`src/hdl/uer_pkg.sv`:
```
// ----------------------------------------------------------------------------
// uer_pkg: shared types and constants of the echo ranger
// widths, register indexes, phase and sequencer encodings, link structs
// ----------------------------------------------------------------------------
`default_nettype none

package uer_pkg;

  // echo counter width, legal range 10..32
  localparam int COUNT_W   = 16;
  localparam int CNT_W     = $clog2(COUNT_W);
  localparam int CMP_W     = (COUNT_W > 16) ? COUNT_W : 16;
  localparam logic [COUNT_W-1:0] COUNT_MAX = {COUNT_W{1'b1}};

  localparam int DIST_W    = 10;
  localparam int DIGIT_W   = 4;
  localparam int DIV_W     = 8;
  localparam int ALU_W     = 10;

  localparam logic [DIST_W-1:0] DIST_MAX = 10'd999;
  localparam logic [ALU_W-1:0]  HUNDRED  = 10'd100;
  localparam logic [ALU_W-1:0]  TEN      = 10'd10;

  // configuration port
  localparam int CFG_ADDR_W = 2;
  localparam int CFG_DATA_W = 16;
  localparam logic [CFG_ADDR_W-1:0] CFG_TRIGGER_TICKS = 2'd0;
  localparam logic [CFG_ADDR_W-1:0] CFG_ECHO_LIMIT    = 2'd1;
  localparam logic [CFG_ADDR_W-1:0] CFG_TICKS_PER_CM  = 2'd2;
  localparam logic [CFG_ADDR_W-1:0] CFG_ALERT_CM      = 2'd3;

  localparam logic [7:0]        RST_TRIGGER_TICKS = 8'd10;
  localparam logic [15:0]       RST_ECHO_LIMIT    = 16'd38000;
  localparam logic [DIV_W-1:0]  RST_TICKS_PER_CM  = 8'd59;
  localparam logic [DIST_W-1:0] RST_ALERT_CM      = 10'd30;

  typedef enum logic [1:0] {
    PH_IDLE,
    PH_TRIG,
    PH_WAIT,
    PH_COUNT
  } phase_t;

  typedef enum logic {
    TS_READY,
    TS_CALC
  } top_state_t;

  typedef enum logic [1:0] {
    AR_IDLE,
    AR_DIV,
    AR_HUND,
    AR_TENS
  } ar_state_t;

  typedef struct packed {
    logic               start;
    logic [COUNT_W-1:0] dividend;
    logic [DIV_W-1:0]   divisor;
  } ar_req_t;

  typedef struct packed {
    logic               done;
    logic [DIST_W-1:0]  distance;
    logic [DIGIT_W-1:0] hund;
    logic [DIGIT_W-1:0] tens;
    logic [DIGIT_W-1:0] units;
  } ar_res_t;

endpackage

`default_nettype wire

```
`src/hdl/uer_if.sv`:
```
// ----------------------------------------------------------------------------
// uer_if: request channels of the echo ranger
// tick channel into the block and result channel out of it
// ----------------------------------------------------------------------------
`default_nettype none

interface uer_in_if import uer_pkg::*; ();
  logic valid;
  logic ready;
  logic start_req;
  logic echo_level;

  modport source (output valid, output start_req, output echo_level, input ready);
  modport sink   (input valid, input start_req, input echo_level, output ready);
endinterface

interface uer_out_if import uer_pkg::*; ();
  logic               valid;
  logic               ready;
  logic               trigger_out;
  logic               busy_res;
  logic               done_res;
  logic [DIST_W-1:0]  distance_cm;
  logic [DIGIT_W-1:0] digit_hundreds;
  logic [DIGIT_W-1:0] digit_tens;
  logic [DIGIT_W-1:0] digit_units;
  logic               alert;
  logic               out_of_range;

  modport source (output valid, output trigger_out, output busy_res, output done_res,
                  output distance_cm, output digit_hundreds, output digit_tens,
                  output digit_units, output alert, output out_of_range, input ready);
  modport sink   (input valid, input trigger_out, input busy_res, input done_res,
                  input distance_cm, input digit_hundreds, input digit_tens,
                  input digit_units, input alert, input out_of_range, output ready);
endinterface

`default_nettype wire

```
`src/hdl/uer_sub_unit.sv`:
```
// ----------------------------------------------------------------------------
// uer_sub_unit: shared compare and subtract
// gives a - b and whether a >= b
// ----------------------------------------------------------------------------
`default_nettype none

module uer_sub_unit import uer_pkg::*; (
  input  wire logic [ALU_W-1:0] a,
  input  wire logic [ALU_W-1:0] b,
  output logic      [ALU_W-1:0] diff,
  output logic                  ge
);

  logic [ALU_W:0] full;

  assign full = {1'b0, a} - {1'b0, b};
  assign diff = full[ALU_W-1:0];
  assign ge   = ~full[ALU_W];

endmodule

`default_nettype wire

```
`src/hdl/uer_arith_seq.sv`:
```
// ----------------------------------------------------------------------------
// uer_arith_seq: division and digit split sequencer
// restoring division one bit a cycle, then digits by repeated subtraction
// ----------------------------------------------------------------------------
`default_nettype none

module uer_arith_seq import uer_pkg::*; (
  input  wire logic    clk,
  input  wire logic    rst_n,
  input  wire ar_req_t req,
  output ar_res_t      res
);

  ar_state_t           state_r, state_nxt;
  logic [COUNT_W-1:0]  dvd_r, dvd_nxt;
  logic [DIV_W-1:0]    rem_r, rem_nxt;
  logic [DIV_W-1:0]    div_r, div_nxt;
  logic [CNT_W-1:0]    cnt_r, cnt_nxt;
  logic [ALU_W-1:0]    val_r, val_nxt;
  logic [DIGIT_W-1:0]  hund_r, hund_nxt;
  logic [DIGIT_W-1:0]  tens_r, tens_nxt;
  logic [DIST_W-1:0]   dist_r, dist_nxt;

  logic [ALU_W-1:0]    op_a, op_b, alu_diff;
  logic                alu_ge;
  logic [DIV_W:0]      trial;
  logic                last_bit;
  logic [COUNT_W-1:0]  quot;
  logic [ALU_W-1:0]    quot_sat;
  logic                calc_done;

  uer_sub_unit u_sub (
    .a    (op_a),
    .b    (op_b),
    .diff (alu_diff),
    .ge   (alu_ge)
  );

  assign trial    = {rem_r, dvd_r[COUNT_W-1]};
  assign last_bit = (cnt_r == CNT_W'(COUNT_W - 1));
  assign quot     = {dvd_r[COUNT_W-2:0], alu_ge};
  assign quot_sat = (CMP_W'(quot) > CMP_W'(DIST_MAX)) ? DIST_MAX : quot[ALU_W-1:0];

  // operand select for the shared unit
  always_comb begin
    op_a = val_r;
    op_b = HUNDRED;
    case (state_r)
      AR_DIV:  begin
        op_a = ALU_W'(trial);
        op_b = ALU_W'(div_r);
      end
      AR_HUND: op_b = HUNDRED;
      AR_TENS: op_b = TEN;
      default: op_b = HUNDRED;
    endcase
  end

  // next state
  always_comb begin
    state_nxt = state_r;
    case (state_r)
      AR_IDLE: if (req.start) state_nxt = AR_DIV;
      AR_DIV:  if (last_bit) state_nxt = AR_HUND;
      AR_HUND: if (!alu_ge) state_nxt = AR_TENS;
      AR_TENS: if (!alu_ge) state_nxt = AR_IDLE;
      default: state_nxt = AR_IDLE;
    endcase
  end

  // datapath and outputs
  always_comb begin
    dvd_nxt   = dvd_r;
    rem_nxt   = rem_r;
    div_nxt   = div_r;
    cnt_nxt   = cnt_r;
    val_nxt   = val_r;
    hund_nxt  = hund_r;
    tens_nxt  = tens_r;
    calc_done = 1'b0;
    case (state_r)
      AR_IDLE: begin
        if (req.start) begin
          dvd_nxt = req.dividend;
          rem_nxt = '0;
          // divisor zero acts as one
          div_nxt = (req.divisor == '0) ? DIV_W'(1) : req.divisor;
          cnt_nxt = '0;
        end
      end
      AR_DIV: begin
        rem_nxt = alu_ge ? alu_diff[DIV_W-1:0] : trial[DIV_W-1:0];
        dvd_nxt = quot;
        cnt_nxt = cnt_r + CNT_W'(1);
        if (last_bit) begin
          val_nxt  = quot_sat;
          hund_nxt = '0;
          tens_nxt = '0;
        end
      end
      AR_HUND: begin
        if (alu_ge) begin
          val_nxt  = alu_diff;
          hund_nxt = hund_r + DIGIT_W'(1);
        end
      end
      AR_TENS: begin
        if (alu_ge) begin
          val_nxt  = alu_diff;
          tens_nxt = tens_r + DIGIT_W'(1);
        end else begin
          calc_done = 1'b1;
        end
      end
      default: calc_done = 1'b0;
    endcase
  end

  // saturated quotient held for the result
  assign dist_nxt = (state_r == AR_DIV && last_bit) ? quot_sat : dist_r;

  assign res = {calc_done, dist_r, hund_r, tens_r, val_r[DIGIT_W-1:0]};

  always_ff @(posedge clk) begin
    if (!rst_n) begin
      state_r <= AR_IDLE;
    end else begin
      state_r <= state_nxt;
    end
  end

  always_ff @(posedge clk) begin
    dvd_r  <= dvd_nxt;
    rem_r  <= rem_nxt;
    div_r  <= div_nxt;
    cnt_r  <= cnt_nxt;
    val_r  <= val_nxt;
    hund_r <= hund_nxt;
    tens_r <= tens_nxt;
    dist_r <= dist_nxt;
  end

endmodule

`default_nettype wire

```
`src/hdl/ultrasonic_echo_ranger.sv`:
```
// ----------------------------------------------------------------------------
// ultrasonic_echo_ranger: ultrasonic echo pulse-width rangefinder
// trigger pulse generation, echo width counting and distance conversion
// ----------------------------------------------------------------------------
// usage
//   in_ch carries one request per microsecond tick: start_req and the sampled
//   echo_level. out_ch returns exactly one request per tick: trigger level,
//   busy and done flags, the last distance in cm, its three decimal digits,
//   the alert flag and the out-of-range flag.
//   cfg_we/cfg_addr/cfg_wdata write trigger_ticks, echo_limit, ticks_per_cm
//   and alert_cm; write them only while no tick is in flight.
// tick handling
//   an ordinary tick's result sits in the output register on the next cycle,
//   so ticks may follow back to back while out_ch.ready stays high.
//   the tick on which the echo falls with a count below the limit starts a
//   calculation: the shared subtractor runs one quotient bit a cycle through
//   the restoring division, then peels off hundreds and tens one at a time.
//   in_ch is not ready during the calculation.
// reset
//   synchronous active-low rst_n: idle phase, counts and last distance zero,
//   registers back to their defaults, output register empty.
// stalls
//   a result waits in the output register while out_ch.ready is low; a new
//   tick is taken in the same cycle the held result leaves.
// ----------------------------------------------------------------------------
`default_nettype none

module ultrasonic_echo_ranger import uer_pkg::*; (
  input  wire logic                  clk,
  input  wire logic                  rst_n,
  uer_in_if.sink                     in_ch,
  uer_out_if.source                  out_ch,
  input  wire logic                  cfg_we,
  input  wire logic [CFG_ADDR_W-1:0] cfg_addr,
  input  wire logic [CFG_DATA_W-1:0] cfg_wdata
);

  // configuration registers
  logic [7:0]        trigger_ticks_r;
  logic [15:0]       echo_limit_r;
  logic [DIV_W-1:0]  ticks_per_cm_r;
  logic [DIST_W-1:0] alert_cm_r;

  // measurement state
  phase_t             phase_r, phase_nxt;
  logic [7:0]         trig_cnt_r, trig_cnt_nxt;
  logic [COUNT_W-1:0] echo_cnt_r, echo_cnt_nxt;
  logic [DIST_W-1:0]  last_dist_r;
  logic               last_over_r;
  logic [DIGIT_W-1:0] dig_h_r, dig_t_r, dig_u_r;

  // request sequencing
  top_state_t ts_r, ts_nxt;
  logic       out_valid_r, out_valid_nxt;
  logic       out_trig_r, out_busy_r, out_done_r;

  logic       accept;
  logic       tick_trig;
  logic       tick_finish;
  logic       tick_over;
  logic       go_calc;
  logic       load_now;
  logic       ar_start;
  logic [7:0] trig_inc;

  ar_req_t ar_req;
  ar_res_t ar_res;

  // -------------------------------------------------------------------------
  // configuration writes
  // -------------------------------------------------------------------------
  always_ff @(posedge clk) begin
    if (!rst_n) begin
      trigger_ticks_r <= RST_TRIGGER_TICKS;
      echo_limit_r    <= RST_ECHO_LIMIT;
      ticks_per_cm_r  <= RST_TICKS_PER_CM;
      alert_cm_r      <= RST_ALERT_CM;
    end else if (cfg_we) begin
      case (cfg_addr)
        CFG_TRIGGER_TICKS: trigger_ticks_r <= cfg_wdata[7:0];
        CFG_ECHO_LIMIT:    echo_limit_r    <= cfg_wdata[15:0];
        CFG_TICKS_PER_CM:  ticks_per_cm_r  <= cfg_wdata[DIV_W-1:0];
        CFG_ALERT_CM:      alert_cm_r      <= cfg_wdata[DIST_W-1:0];
        default:           alert_cm_r      <= alert_cm_r;
      endcase
    end
  end

  // -------------------------------------------------------------------------
  // per-tick phase logic
  // -------------------------------------------------------------------------
  assign trig_inc = (trig_cnt_r != 8'hFF) ? (trig_cnt_r + 8'd1) : trig_cnt_r;

  always_comb begin
    phase_nxt    = phase_r;
    trig_cnt_nxt = trig_cnt_r;
    echo_cnt_nxt = echo_cnt_r;
    tick_trig    = 1'b0;
    tick_finish  = 1'b0;
    case (phase_r)
      PH_IDLE: begin
        if (in_ch.start_req) begin
          // trigger already high on the accepting tick
          tick_trig    = 1'b1;
          trig_cnt_nxt = 8'd1;
          phase_nxt    = (8'd1 >= trigger_ticks_r) ? PH_WAIT : PH_TRIG;
        end
      end
      PH_TRIG: begin
        tick_trig    = 1'b1;
        trig_cnt_nxt = trig_inc;
        if (trig_inc >= trigger_ticks_r) phase_nxt = PH_WAIT;
      end
      PH_WAIT: begin
        // rising tick counts as the first high tick
        if (in_ch.echo_level) begin
          echo_cnt_nxt = COUNT_W'(1);
          phase_nxt    = PH_COUNT;
        end
      end
      PH_COUNT: begin
        if (in_ch.echo_level) begin
          if (echo_cnt_r != COUNT_MAX) echo_cnt_nxt = echo_cnt_r + COUNT_W'(1);
        end else begin
          tick_finish = 1'b1;
          phase_nxt   = PH_IDLE;
        end
      end
      default: phase_nxt = PH_IDLE;
    endcase
  end

  assign tick_over = (CMP_W'(echo_cnt_r) >= CMP_W'(echo_limit_r));
  assign go_calc   = accept && tick_finish && !tick_over;

  // -------------------------------------------------------------------------
  // request sequencer: next state
  // -------------------------------------------------------------------------
  always_comb begin
    ts_nxt = ts_r;
    case (ts_r)
      TS_READY: if (go_calc) ts_nxt = TS_CALC;
      TS_CALC:  if (ar_res.done) ts_nxt = TS_READY;
      default:  ts_nxt = TS_READY;
    endcase
  end

  // request sequencer: outputs
  always_comb begin
    in_ch.ready = 1'b0;
    ar_start    = 1'b0;
    load_now    = 1'b0;
    case (ts_r)
      TS_READY: begin
        in_ch.ready = !out_valid_r || out_ch.ready;
        ar_start    = go_calc;
        load_now    = accept && !go_calc;
      end
      TS_CALC: load_now = ar_res.done;
      default: load_now = 1'b0;
    endcase
  end

  assign accept = in_ch.valid && in_ch.ready;
  assign ar_req = {ar_start, echo_cnt_r, ticks_per_cm_r};

  uer_arith_seq u_arith (
    .clk   (clk),
    .rst_n (rst_n),
    .req   (ar_req),
    .res   (ar_res)
  );

  // output register holds until taken
  always_comb begin
    out_valid_nxt = out_valid_r && !out_ch.ready;
    if (load_now) out_valid_nxt = 1'b1;
  end

  always_ff @(posedge clk) begin
    if (!rst_n) begin
      ts_r        <= TS_READY;
      out_valid_r <= 1'b0;
      phase_r     <= PH_IDLE;
      trig_cnt_r  <= '0;
      echo_cnt_r  <= '0;
      last_dist_r <= '0;
      last_over_r <= 1'b0;
      dig_h_r     <= '0;
      dig_t_r     <= '0;
      dig_u_r     <= '0;
    end else begin
      ts_r        <= ts_nxt;
      out_valid_r <= out_valid_nxt;
      if (accept) begin
        phase_r    <= phase_nxt;
        trig_cnt_r <= trig_cnt_nxt;
        echo_cnt_r <= echo_cnt_nxt;
      end
      if (accept && tick_finish && tick_over) begin
        // out of range: distance zero
        last_dist_r <= '0;
        last_over_r <= 1'b1;
        dig_h_r     <= '0;
        dig_t_r     <= '0;
        dig_u_r     <= '0;
      end else if (ts_r == TS_CALC && ar_res.done) begin
        last_dist_r <= ar_res.distance;
        last_over_r <= 1'b0;
        dig_h_r     <= ar_res.hund;
        dig_t_r     <= ar_res.tens;
        dig_u_r     <= ar_res.units;
      end
    end
  end

  always_ff @(posedge clk) begin
    if (accept) begin
      out_trig_r <= tick_trig;
      out_busy_r <= (phase_nxt != PH_IDLE);
      out_done_r <= tick_finish;
    end
  end

  assign out_ch.valid          = out_valid_r;
  assign out_ch.trigger_out    = out_trig_r;
  assign out_ch.busy_res       = out_busy_r;
  assign out_ch.done_res       = out_done_r;
  assign out_ch.distance_cm    = last_dist_r;
  assign out_ch.digit_hundreds = dig_h_r;
  assign out_ch.digit_tens     = dig_t_r;
  assign out_ch.digit_units    = dig_u_r;
  assign out_ch.alert          = (last_dist_r < alert_cm_r);
  assign out_ch.out_of_range   = last_over_r;

  // -------------------------------------------------------------------------
  // assertions
  // -------------------------------------------------------------------------
  a_done_in_calc : assert property (@(posedge clk) disable iff (!rst_n)
    ar_res.done |-> ts_r == TS_CALC)
    else $error("arithmetic finished outside a calculation");

  a_dist_sat : assert property (@(posedge clk) disable iff (!rst_n)
    last_dist_r <= DIST_MAX)
    else $error("distance above saturation limit");

  a_over_zero : assert property (@(posedge clk) disable iff (!rst_n)
    last_over_r |-> last_dist_r == '0)
    else $error("out of range with nonzero distance");

  a_calc_no_out : assert property (@(posedge clk) disable iff (!rst_n)
    ts_r == TS_CALC |-> !out_valid_r)
    else $error("result pending during a calculation");

  a_done_idle : assert property (@(posedge clk) disable iff (!rst_n)
    (out_valid_r && out_done_r) |-> !out_busy_r)
    else $error("done flagged while still busy");

endmodule

`default_nettype wire
```
`src/flat_wrapper.sv`:
```
// flat-port wrapper written by rule: the top's interface ports become plain ports
module ultrasonic_echo_ranger_flat import uer_pkg::*;
  (clk, rst_n, cfg_we, cfg_addr, cfg_wdata, in_ch_valid, in_ch_start_req, in_ch_echo_level, in_ch_ready, out_ch_valid, out_ch_trigger_out, out_ch_busy_res, out_ch_done_res, out_ch_distance_cm, out_ch_digit_hundreds, out_ch_digit_tens, out_ch_digit_units, out_ch_alert, out_ch_out_of_range, out_ch_ready);
  uer_in_if in_ch_i ();
  uer_out_if out_ch_i ();
  input  wire logic clk;
  input  wire logic rst_n;
  input  wire logic cfg_we;
  input  wire logic [CFG_ADDR_W-1:0] cfg_addr;
  input  wire logic [CFG_DATA_W-1:0] cfg_wdata;
  input wire logic [$bits(in_ch_i.valid)-1:0] in_ch_valid;
  input wire logic [$bits(in_ch_i.start_req)-1:0] in_ch_start_req;
  input wire logic [$bits(in_ch_i.echo_level)-1:0] in_ch_echo_level;
  output wire logic [$bits(in_ch_i.ready)-1:0] in_ch_ready;
  output wire logic [$bits(out_ch_i.valid)-1:0] out_ch_valid;
  output wire logic [$bits(out_ch_i.trigger_out)-1:0] out_ch_trigger_out;
  output wire logic [$bits(out_ch_i.busy_res)-1:0] out_ch_busy_res;
  output wire logic [$bits(out_ch_i.done_res)-1:0] out_ch_done_res;
  output wire logic [$bits(out_ch_i.distance_cm)-1:0] out_ch_distance_cm;
  output wire logic [$bits(out_ch_i.digit_hundreds)-1:0] out_ch_digit_hundreds;
  output wire logic [$bits(out_ch_i.digit_tens)-1:0] out_ch_digit_tens;
  output wire logic [$bits(out_ch_i.digit_units)-1:0] out_ch_digit_units;
  output wire logic [$bits(out_ch_i.alert)-1:0] out_ch_alert;
  output wire logic [$bits(out_ch_i.out_of_range)-1:0] out_ch_out_of_range;
  input wire logic [$bits(out_ch_i.ready)-1:0] out_ch_ready;
  assign in_ch_i.valid = in_ch_valid;
  assign in_ch_i.start_req = in_ch_start_req;
  assign in_ch_i.echo_level = in_ch_echo_level;
  assign in_ch_ready = in_ch_i.ready;
  assign out_ch_valid = out_ch_i.valid;
  assign out_ch_trigger_out = out_ch_i.trigger_out;
  assign out_ch_busy_res = out_ch_i.busy_res;
  assign out_ch_done_res = out_ch_i.done_res;
  assign out_ch_distance_cm = out_ch_i.distance_cm;
  assign out_ch_digit_hundreds = out_ch_i.digit_hundreds;
  assign out_ch_digit_tens = out_ch_i.digit_tens;
  assign out_ch_digit_units = out_ch_i.digit_units;
  assign out_ch_alert = out_ch_i.alert;
  assign out_ch_out_of_range = out_ch_i.out_of_range;
  assign out_ch_i.ready = out_ch_ready;
  ultrasonic_echo_ranger u_core (.clk(clk), .rst_n(rst_n), .in_ch(in_ch_i), .out_ch(out_ch_i), .cfg_we(cfg_we), .cfg_addr(cfg_addr), .cfg_wdata(cfg_wdata));
endmodule
```
`config.mk`:
```
export PLATFORM = sky130hd
export DESIGN_NAME = ultrasonic_echo_ranger_flat
export DESIGN_NICKNAME = d
export VERILOG_FILES = /design/src/hdl/uer_pkg.sv /design/src/hdl/uer_if.sv /design/src/hdl/uer_sub_unit.sv /design/src/hdl/uer_arith_seq.sv /design/src/hdl/ultrasonic_echo_ranger.sv /design/src/flat_wrapper.sv
export SDC_FILE = /design/constraint.sdc
export NUM_CORES = 1
export LEC_CHECK = 0
export BUFFER_PORTS_ARGS = -buffer_cell sky130_fd_sc_hd__buf_4
export CORE_MARGIN = 5
export CORE_UTILIZATION = 61
export DETAILED_ROUTE_END_ITERATION = 8
export GPL_TIMING_DRIVEN = 1
export PLACE_DENSITY = 0.79
export SLEW_MARGIN = 15
export SYNTH_ARGS = -nofsm -noshare
export SYNTH_HDL_FRONTEND = slang
export SYNTH_SLANG_ARGS = --single-unit
```
`constraint.sdc`:
```
create_clock -name clk -period 4.9 [get_ports clk]
set_input_delay 0.49 -clock clk [delete_from_list [all_inputs] [get_ports clk]]
set_output_delay 0.49 -clock clk [all_outputs]
set_load 0.01 [all_outputs]
```
==> reports/results.ini, run 1 <==
[global_routing]
grt_start_max_net_pins=38
met3_usage_pct=4.69
grt_pass1_wl_um=30600
busiest_layer=met2
use_met2_pct=41.5
antenna_found_initial=0
use_met1_pct=29.9
grt_pass1_vias=6312
grt-ovfl-total=0
grt_usage_pct=24.1

[sta]
slew_viol_final=0
worstMarginPinSlew_ns=0.849
setup_violations=0
clock_skew_ns=0.0104
setup_tns_ns=0
max_freq_ghz=0.234
rsz0062_at_grt=false
period_share_pct=87.1
whs_ns=0.295
relSlewSlack_pct=43.4
min_period_ns=4.27
hold_violations=0

[worst_setup_path]
cp.required_ns=5.25
critPathTopFamily=compound AO/OA/AOI/OAI gates
crit_chain=inv_1 -> ha_1 -> buf_4 -> mux2_2 -> ha_1 -> a211oi_2 -> o21ai_0 -> a21oi_1 -> and3_1 -> nand2_1 -> a21oi_1
max_stage_delay_ns=0.80
critPathBufInv=2
crit_arrival_ns=4.62
worstSetupEndpointType=flip-flop
start_kind=flip-flop
crit_type=flip-flop to flip-flop
crit_fanout=24
critical-path-slowest-cell=and3_1

[die]
dieHeight_um=125
io_pins=54
die_w_um=125
core_mm2=0.0131
rows=42
start_util_pct=61.7
die_area_mm2=0.0156

[yosys]
syn_area_per_cell_um2=9.31
synth-edff-count=67
synth-main-ff-cell=dfxtp_1
synth_simple_gate_area_share_pct=18.1
synth_compound_area_share_pct=13.6
synth_xor_area_share_pct=2.71
yosysSeqAreaShare_pct=48.5
yosysTopAreaCell=edfxtp_1
syn-num-nets=944
synth.cell_area_mm2=0.00807
synth_adder_area_share_pct=8.16
ys_seq_elements=162
netlist_instances=867
synth_top_area_share_pct=24.9
yosys-top-cells-area=edfxtp_1 25%, dfxtp_1 24%, ha_1 7.9%
ys_async_sr_fraction_pct=0
yosysWarnings=0
synth_cell_type_count=62
synth_top_family_by_area=simple AND/OR/NAND/NOR gates
synth_mux_area_share_pct=4.50

[hold_path]
hp-class=input port to flip-flop

[clock_network]
clkTransAtPathRegs_ns=0.06
cts_resized=0
cts_buffers=17
clock_path_buffers=2
cts_tree=yes
cts_hold_buf=0
cts_max_level=4
postCtsSetupRepairBufs=0
cts-root-buf=clkbuf_16
clk_latency_ns=0.43
numClockSinks=162

[drt]
vias=6407
routed_via_density=5.86
drc_errors=0
wl_um=18900
wl_per_cell_um=17.3
first_pass_iters=5
drtIter0Drc=628
antenna_left=0

[pwr]
leakage_uw=0.00356
powerDensity_mw_per_mm2=333
ir_drop_v=0.000257

[place]
placed_cell_area_mm2=0.00859
dp_hpwl_um=13800
portBuffers=53
gp_congestion=0.911

[run_status]
outcome=complete, no violations

[layout]
nNetsFinal=982
drive_above_1_share_pct=15.4
syn2layout_area_growth_pct=13.3
n_antenna_cell=0
fillers=956
fin_area_mm2=0.00914

[flow_run]
max_cap_violations=0

-- report_power, final --
part	switching, uW	internal [uW]	leakage, uW
combinational	189	133	0.00194
clock	562	706	0.000274
sequential	21.4	1440	0.00135
total	772	2270	0.00356
-- registers in the layout, indices dropped and copies added (netlist names), 2 cells and up --
register / count
u_core.echo_cnt_r: 16
u_core.echo_limit_r: 16
u_core.u_arith.dvd_r: 16
u_core.alert_cm_r: 10
u_core.out_ch.distance_cm: 10
u_core.u_arith.dist_r: 10
u_core.u_arith.val_r: 10
u_core.ticks_per_cm_r: 8
u_core.trig_cnt_r: 8
u_core.trigger_ticks_r: 8
u_core.u_arith.div_r: 8
u_core.u_arith.rem_r: 8
u_core.out_ch.digit_hundreds: 4
u_core.out_ch.digit_tens: 4
u_core.out_ch.digit_units: 4
u_core.u_arith.cnt_r: 4
u_core.u_arith.hund_r: 4
u_core.u_arith.tens_r: 4
u_core.phase_r: 2
u_core.u_arith.state_r: 2
-- placed cells by master, fill, tap and decap left out, types with 3 or more instances in the layout --
cell	count
a211oi_1	5
clkbuf_16	17
o21a_1	4
nand4_1	11
a21oi_1	83
nor3_1	5
o21ai_1	4
ha_1	51
o211ai_1	15
inv_6	4
a21o_1	9
and3_1	8
o21ai_0	27
inv_1	45
nor2_1	67
clkinv_2	3
a21boi_0	4
dfxtp_1	95
nor4_1	5
inv_4	3
nand2b_1	6
a22oi_1	5
xor2_1	13
xnor2_1	12
mux2_2	27
and2_1	12
edfxtp_1	67
nand2_1	154
or3_1	8
nand3_1	24
nor2b_1	6
a31oi_1	6
mux2i_1	3
or2_2	7
o31a_1	3
buf_4	64
-- worst register-to-register path, delay by kind of cell (launching register included) --
family / cells / cell delay (ns)
AND/OR/NAND/NOR: 2 / 0.96
adder cells (fa/ha/maj): 2 / 0.98
flip-flops: 1 / 0.36
AO/OA/AOI/OAI: 4 / 1.08
multiplexers: 1 / 0.36
buffers and inverters: 2 / 0.46
-- routing by layer --
metal  wire length [um]  up-vias
li1                   -     3101
met3               1020       50
met2               9270      213
met4                584        0
met1               8040     3043
met5                  0        -
-- kinds of logic after synthesis --
logic type,after synthesis
buffers and inverters,92
muxes,32
adders and majority gates,52
DFF,162
AOI/OAI and AO/OA,181
and+or+nand+nor,323
xor gates and xnor gates,25
-- metrics by stage --
step	utilization [%]	worst slack (ns)	total power, uW	instances
after floorplan	-	1.22	1710	867
after global placement	65.6	0.962	1790	1062
after detailed placement	65.6	0.773	1800	1062
after CTS	69.9	0.681	3050	1094
after global routing	69.9	0.320	3150	1094
final	69.9	0.634	3050	1094
-- cells in the mapped netlist (2+ instances only) --
master	count
nand2b_1	6
mux2_2	27
edfxtp_1	67
buf_2	10
nand4_1	11
inv_2	2
a21o_1	9
or2_2	7
a22oi_1	5
a21oi_1	83
a211oi_1	5
clkbuf_1	32
o21ai_0	28
nor4_1	5
o31a_1	3
a21boi_0	4
dfxtp_1	95
nand3_1	24
a31oi_1	6
mux2i_1	3
a32oi_1	2
ha_1	51
nand2_1	154
and3_1	8
o211ai_1	15
inv_1	45
buf_1	2
nor3_1	5
o211a_1	2
xnor2_1	12
nor2b_1	6
xor2_1	13
nor2_1	67
o21a_1	4
and2_1	12
or3_1	8
o21ai_1	4
-- path summary, 6_finish.rpt --
check / startpoint / end / slack (ns) / cells after the start
setup / recovery: u_core.u_arith.state_r[1]$_SDFFE_PN0P_ / u_core.out_ch.digit_tens[3]$_SDFFE_PP0P_ / 0.63 / 11
hold / removal: cfg_wdata[10] / u_core.echo_limit_r[10]$_SDFFE_PN1P_ / 0.30 / 3
setup reg to reg: u_core.u_arith.state_r[1]$_SDFFE_PN0P_ / u_core.out_ch.digit_tens[3]$_SDFFE_PP0P_ / 0.63 / 11
hold reg to reg: u_core.out_ch.digit_hundreds[2]$_SDFFE_PP0P_ / u_core.out_ch.digit_hundreds[2]$_SDFFE_PP0P_ / 0.46 / 2
-- cell type report --
cell class	count	area [um^2]	area share, %
clock buffer	18	429	4.69
clock inverter	14	125	1.37
inverter	47	176	1.93
multi-input combinational	613	3800	41.5
sequential	162	3910	42.8
tap	176	220	2.41
timing repair buffer	64	480	5.26
Note: power is estimated with default switching activity, not from simulation.
==> inputs of run 2 (changes only) <==
--- a/config.mk
+++ b/config.mk
@@ -16,2 +16,3 @@
 export SYNTH_HDL_FRONTEND = slang
+export SYNTH_HIERARCHICAL = 1
 export SYNTH_SLANG_ARGS = --single-unit
--- a/constraint.sdc
+++ b/constraint.sdc
@@ -3,2 +3,2 @@
 set_output_delay 0.49 -clock clk [all_outputs]
-set_load 0.01 [all_outputs]
+set_load 0.005 [all_outputs]
==> run 2 against run 1 <==
  * Cell area is 3.6% higher
  * Global-route usage is 0.14 points higher
  * Utilization is 1.1 points higher
  * Flip-flop and latch count stayed put
  * Clock power is 9% higher
  * Critical path depth is 6 higher
  * Largest cell class is now multi-input combinational cells
  * Combinational power is 140% higher
  * Critical endpoint is now u_core/out_ch.out_of_range$_SDFFE_PN0P_
==> reports/results.ini, run 2 <==
[run_status]
outcome=complete, no violations

[die]
io_pins=54
core_mm2=0.0133
die_area_mm2=0.0162
die_w_um=127
start_util_pct=62.8
dieHeight_um=127
rows=42

[yosys]
synth_simple_gate_area_share_pct=18.4
synth_top_family_by_area=simple AND/OR/NAND/NOR gates
netlist_instances=880
synth_top_area_share_pct=24.0
ys_async_sr_fraction_pct=0
ys_seq_elements=162
syn_area_per_cell_um2=9.53
synth.cell_area_mm2=0.00838
yosysSeqAreaShare_pct=46.7
yosys-top-cells-area=edfxtp_1 24%, dfxtp_1 23%, ha_1 7.8%
yosysWarnings=6
synth_compound_area_share_pct=13.3
synth_xor_area_share_pct=2.92
synth-edff-count=67
synth_mux_area_share_pct=5.19
yosysMostFrequentCell=nand2_1
synth-main-ff-cell=dfxtp_1
synth_adder_area_share_pct=8.00
yosysTopAreaCell=edfxtp_1
synth_common_cells=119 x nand2_1, 95 x dfxtp_1, 81 x nor2_1, 67 x edfxtp_1, 56 x inv_1
synth_cell_type_count=64

[pwr]
p_switching_uw=1060
ir_drop_v=0.000287
clkPwrFrac_pct=37.9
power.share.switching_pct=28.9
internal-power_uw=2600
leakage_uw=0.00372
pwr-share-comb_pct=20.7
report.power.total_uw=3650
powerDensity_mw_per_mm2=386
p_seq_share_pct=41.5

[worst_setup_path]
crit_type=flip-flop to flip-flop
critPathTopFamily=simple AND/OR/NAND/NOR gates
reg2reg_to=u_core/out_ch.out_of_range$_SDFFE_PN0P_
crit_arrival_ns=4.34
endpoint=u_core/out_ch.out_of_range$_SDFFE_PN0P_
ff2ff_setup_slack_ns=0.84
startpoint=u_core/u_arith/state_r[1]$_SDFFE_PN0P_
critPathBufInv=4
worstSetupEndpointType=flip-flop
critical-path-slowest-cell=nand2_1
max_stage_delay_ns=0.54
r2r-start=u_core/u_arith/state_r[1]$_SDFFE_PN0P_
cp_num_cells=17
crit_chain=inv_1 -> ha_1 -> buf_4 -> and2_1 -> ha_1 -> inv_1 -> fa_1 -> a21o_1 -> nand4_1 -> o21ai_0 -> nor2_1 -> o21ai_1 -> nor2b_1 -> buf_4 -> nand2_1 -> nand3_1 -> o31ai_1
crit_fanout=39
cp.required_ns=5.18
rr_worst_depth=17
start_kind=flip-flop

[sta]
relSlewSlack_pct=32.2
slew_viol_final=0
worstMarginPinSlew_ns=1.01
setup_violations=0
worst_slack_ns=0.842
hold_violations=0
clock_skew_ns=0.00932
period_share_pct=82.8
rsz0062_at_grt=false
setup_tns_ns=0
min_period_ns=4.06
max_freq_ghz=0.246

[clock_network]
cts-root-buf=clkbuf_16
clkTransAtPathRegs_ns=0.07
clk_latency_ns=0.43
cts_resized=0
numClockSinks=162
clock_path_buffers=2
cts_hold_buf=0
cts_tree=yes
cts_max_level=4
cts_buffers=17
postCtsSetupRepairBufs=0

[layout]
reg.largest.list=u_core/echo_cnt_r (16), u_core/echo_limit_r (16), u_core/u_arith/dvd_r (16)
syn2layout_area_growth_pct=12.9
layout_common_cells=119 x nand2_1, 95 x dfxtp_1, 80 x nor2_1, 67 x edfxtp_1, 62 x buf_4
fin_area_mm2=0.00947
n_antenna_cell=0
drive_above_1_share_pct=17.3
final_common_cell=nand2_1
nNetsFinal=991

[drt]
wl_per_cell_um=17.8
drtIter0Drc=475
antenna_left=0
first_pass_iters=6
drc_errors=0
wl_um=19600
vias=6564
routed_via_density=5.96

[place]
post-place-ws_ns=0.917
gp_congestion=0.927
dp_hpwl_um=14000
placed_cell_area_mm2=0.00884
portBuffers=53

[flow_run]
max_cap_violations=0

[global_routing]
grt_pass1_vias=6563
grt_start_max_net_pins=40
grt_usage_pct=24.3
grt_pass1_wl_um=31500
antenna_found_initial=0
grt-ovfl-total=0

[hold_path]
hp-class=input port to flip-flop

run 2: changes by cell type in the layout (fill, tap and decap cells not counted), moves of 5 or more:
cell     delta
a21o_1      +6
xor2_1      +5
a21oi_2    +20
a31oi_1     +5
o21ai_0    -11
inv_1      +11
nand2_1    -35
mux2i_1     +9
nor2_1     +13
a21oi_1    -35
nand3_1    +22
run 2: power by group through the flow:
| stage | clock, uW | combinational, uW | sequential, uW |
|---|---|---|---|
| 2_1_floorplan | 0 | 580 | 1530 |
| 4_1_cts | 1400 | 744 | 1510 |
| 6_report | 1380 | 755 | 1520 |
| 3_5_place_dp | 0 | 737 | 1540 |
| 3_3_place_gp | 0 | 717 | 1540 |
| 5_1_grt | 1470 | 829 | 1520 |
run 2: kinds of logic (layout without fill, tap and decap cells):
| kind of cell | after synthesis | in the layout |
|---|---|---|
| xor gates and xnor gates | 28 | 28 |
| and+or+nand+nor | 330 | 330 |
| muxes | 40 | 40 |
| DFF | 162 | 162 |
| other | 1 | 2 |
| adders and majority gates | 53 | 53 |
| AOI/OAI and AO/OA | 160 | 160 |
| buffers and inverters | 106 | 151 |
run 2: worst min path at each step:
stage                     slack (ns)                                 startpoint                                   endpoint  cells after the start
final                           0.29                              cfg_wdata[15]       u_core/echo_limit_r[15]$_SDFFE_PN1P_                      3
after global routing            0.29                              cfg_wdata[15]       u_core/echo_limit_r[15]$_SDFFE_PN1P_                      3
after CTS                       0.28                              cfg_wdata[15]       u_core/echo_limit_r[15]$_SDFFE_PN1P_                      3
after detailed placement        0.45      u_core/ticks_per_cm_r[4]$_SDFFE_PN1P_      u_core/u_arith/div_r[4]$_SDFFCE_PN0P_                      0
after global placement          0.45  u_core/out_ch.digit_units[3]$_SDFFE_PP0P_  u_core/out_ch.digit_units[3]$_SDFFE_PP0P_                      2
after floorplan                 0.44          u_core/alert_cm_r[5]$_SDFFE_PN0P_          u_core/alert_cm_r[5]$_SDFFE_PN0P_                      2
run 2: stage by stage:
stage               instances  utilization (%)  hold WS [ns]
finish                   1102             70.9         0.292
global route             1102             70.9         0.292
CTS                      1102             70.9         0.277
detailed placement       1070             66.3         0.446
global placement         1070             66.3         0.448
floorplan                 881                -         0.436
run 2: final cells by class:
| class | instances | area, um^2 |
|---|---|---|
| clock buffers | 18 | 450 |
| clock inverters | 14 | 166 |
| fillers | 1010 | 3880 |
| inverters | 57 | 214 |
| multi-input cells | 613 | 4040 |
| flip-flops and latches | 162 | 3910 |
| well taps | 176 | 220 |
| repair buffers | 62 | 465 |
run 2: tightest hold or removal path, cell delays in order:
cell and delay [ns]:
buf_4 0.07, nand2_1 0.04, o211ai_1 0.08
run 2: routing by layer:
| metal | share of wire [%] | track usage (%) |
|---|---|---|
| met5 | 0 | 0 |
| met4 | 2.5 | 9.65 |
| met3 | 4.9 | 4.76 |
| met2 | 50 | 41.9 |
| met1 | 43 | 30.0 |
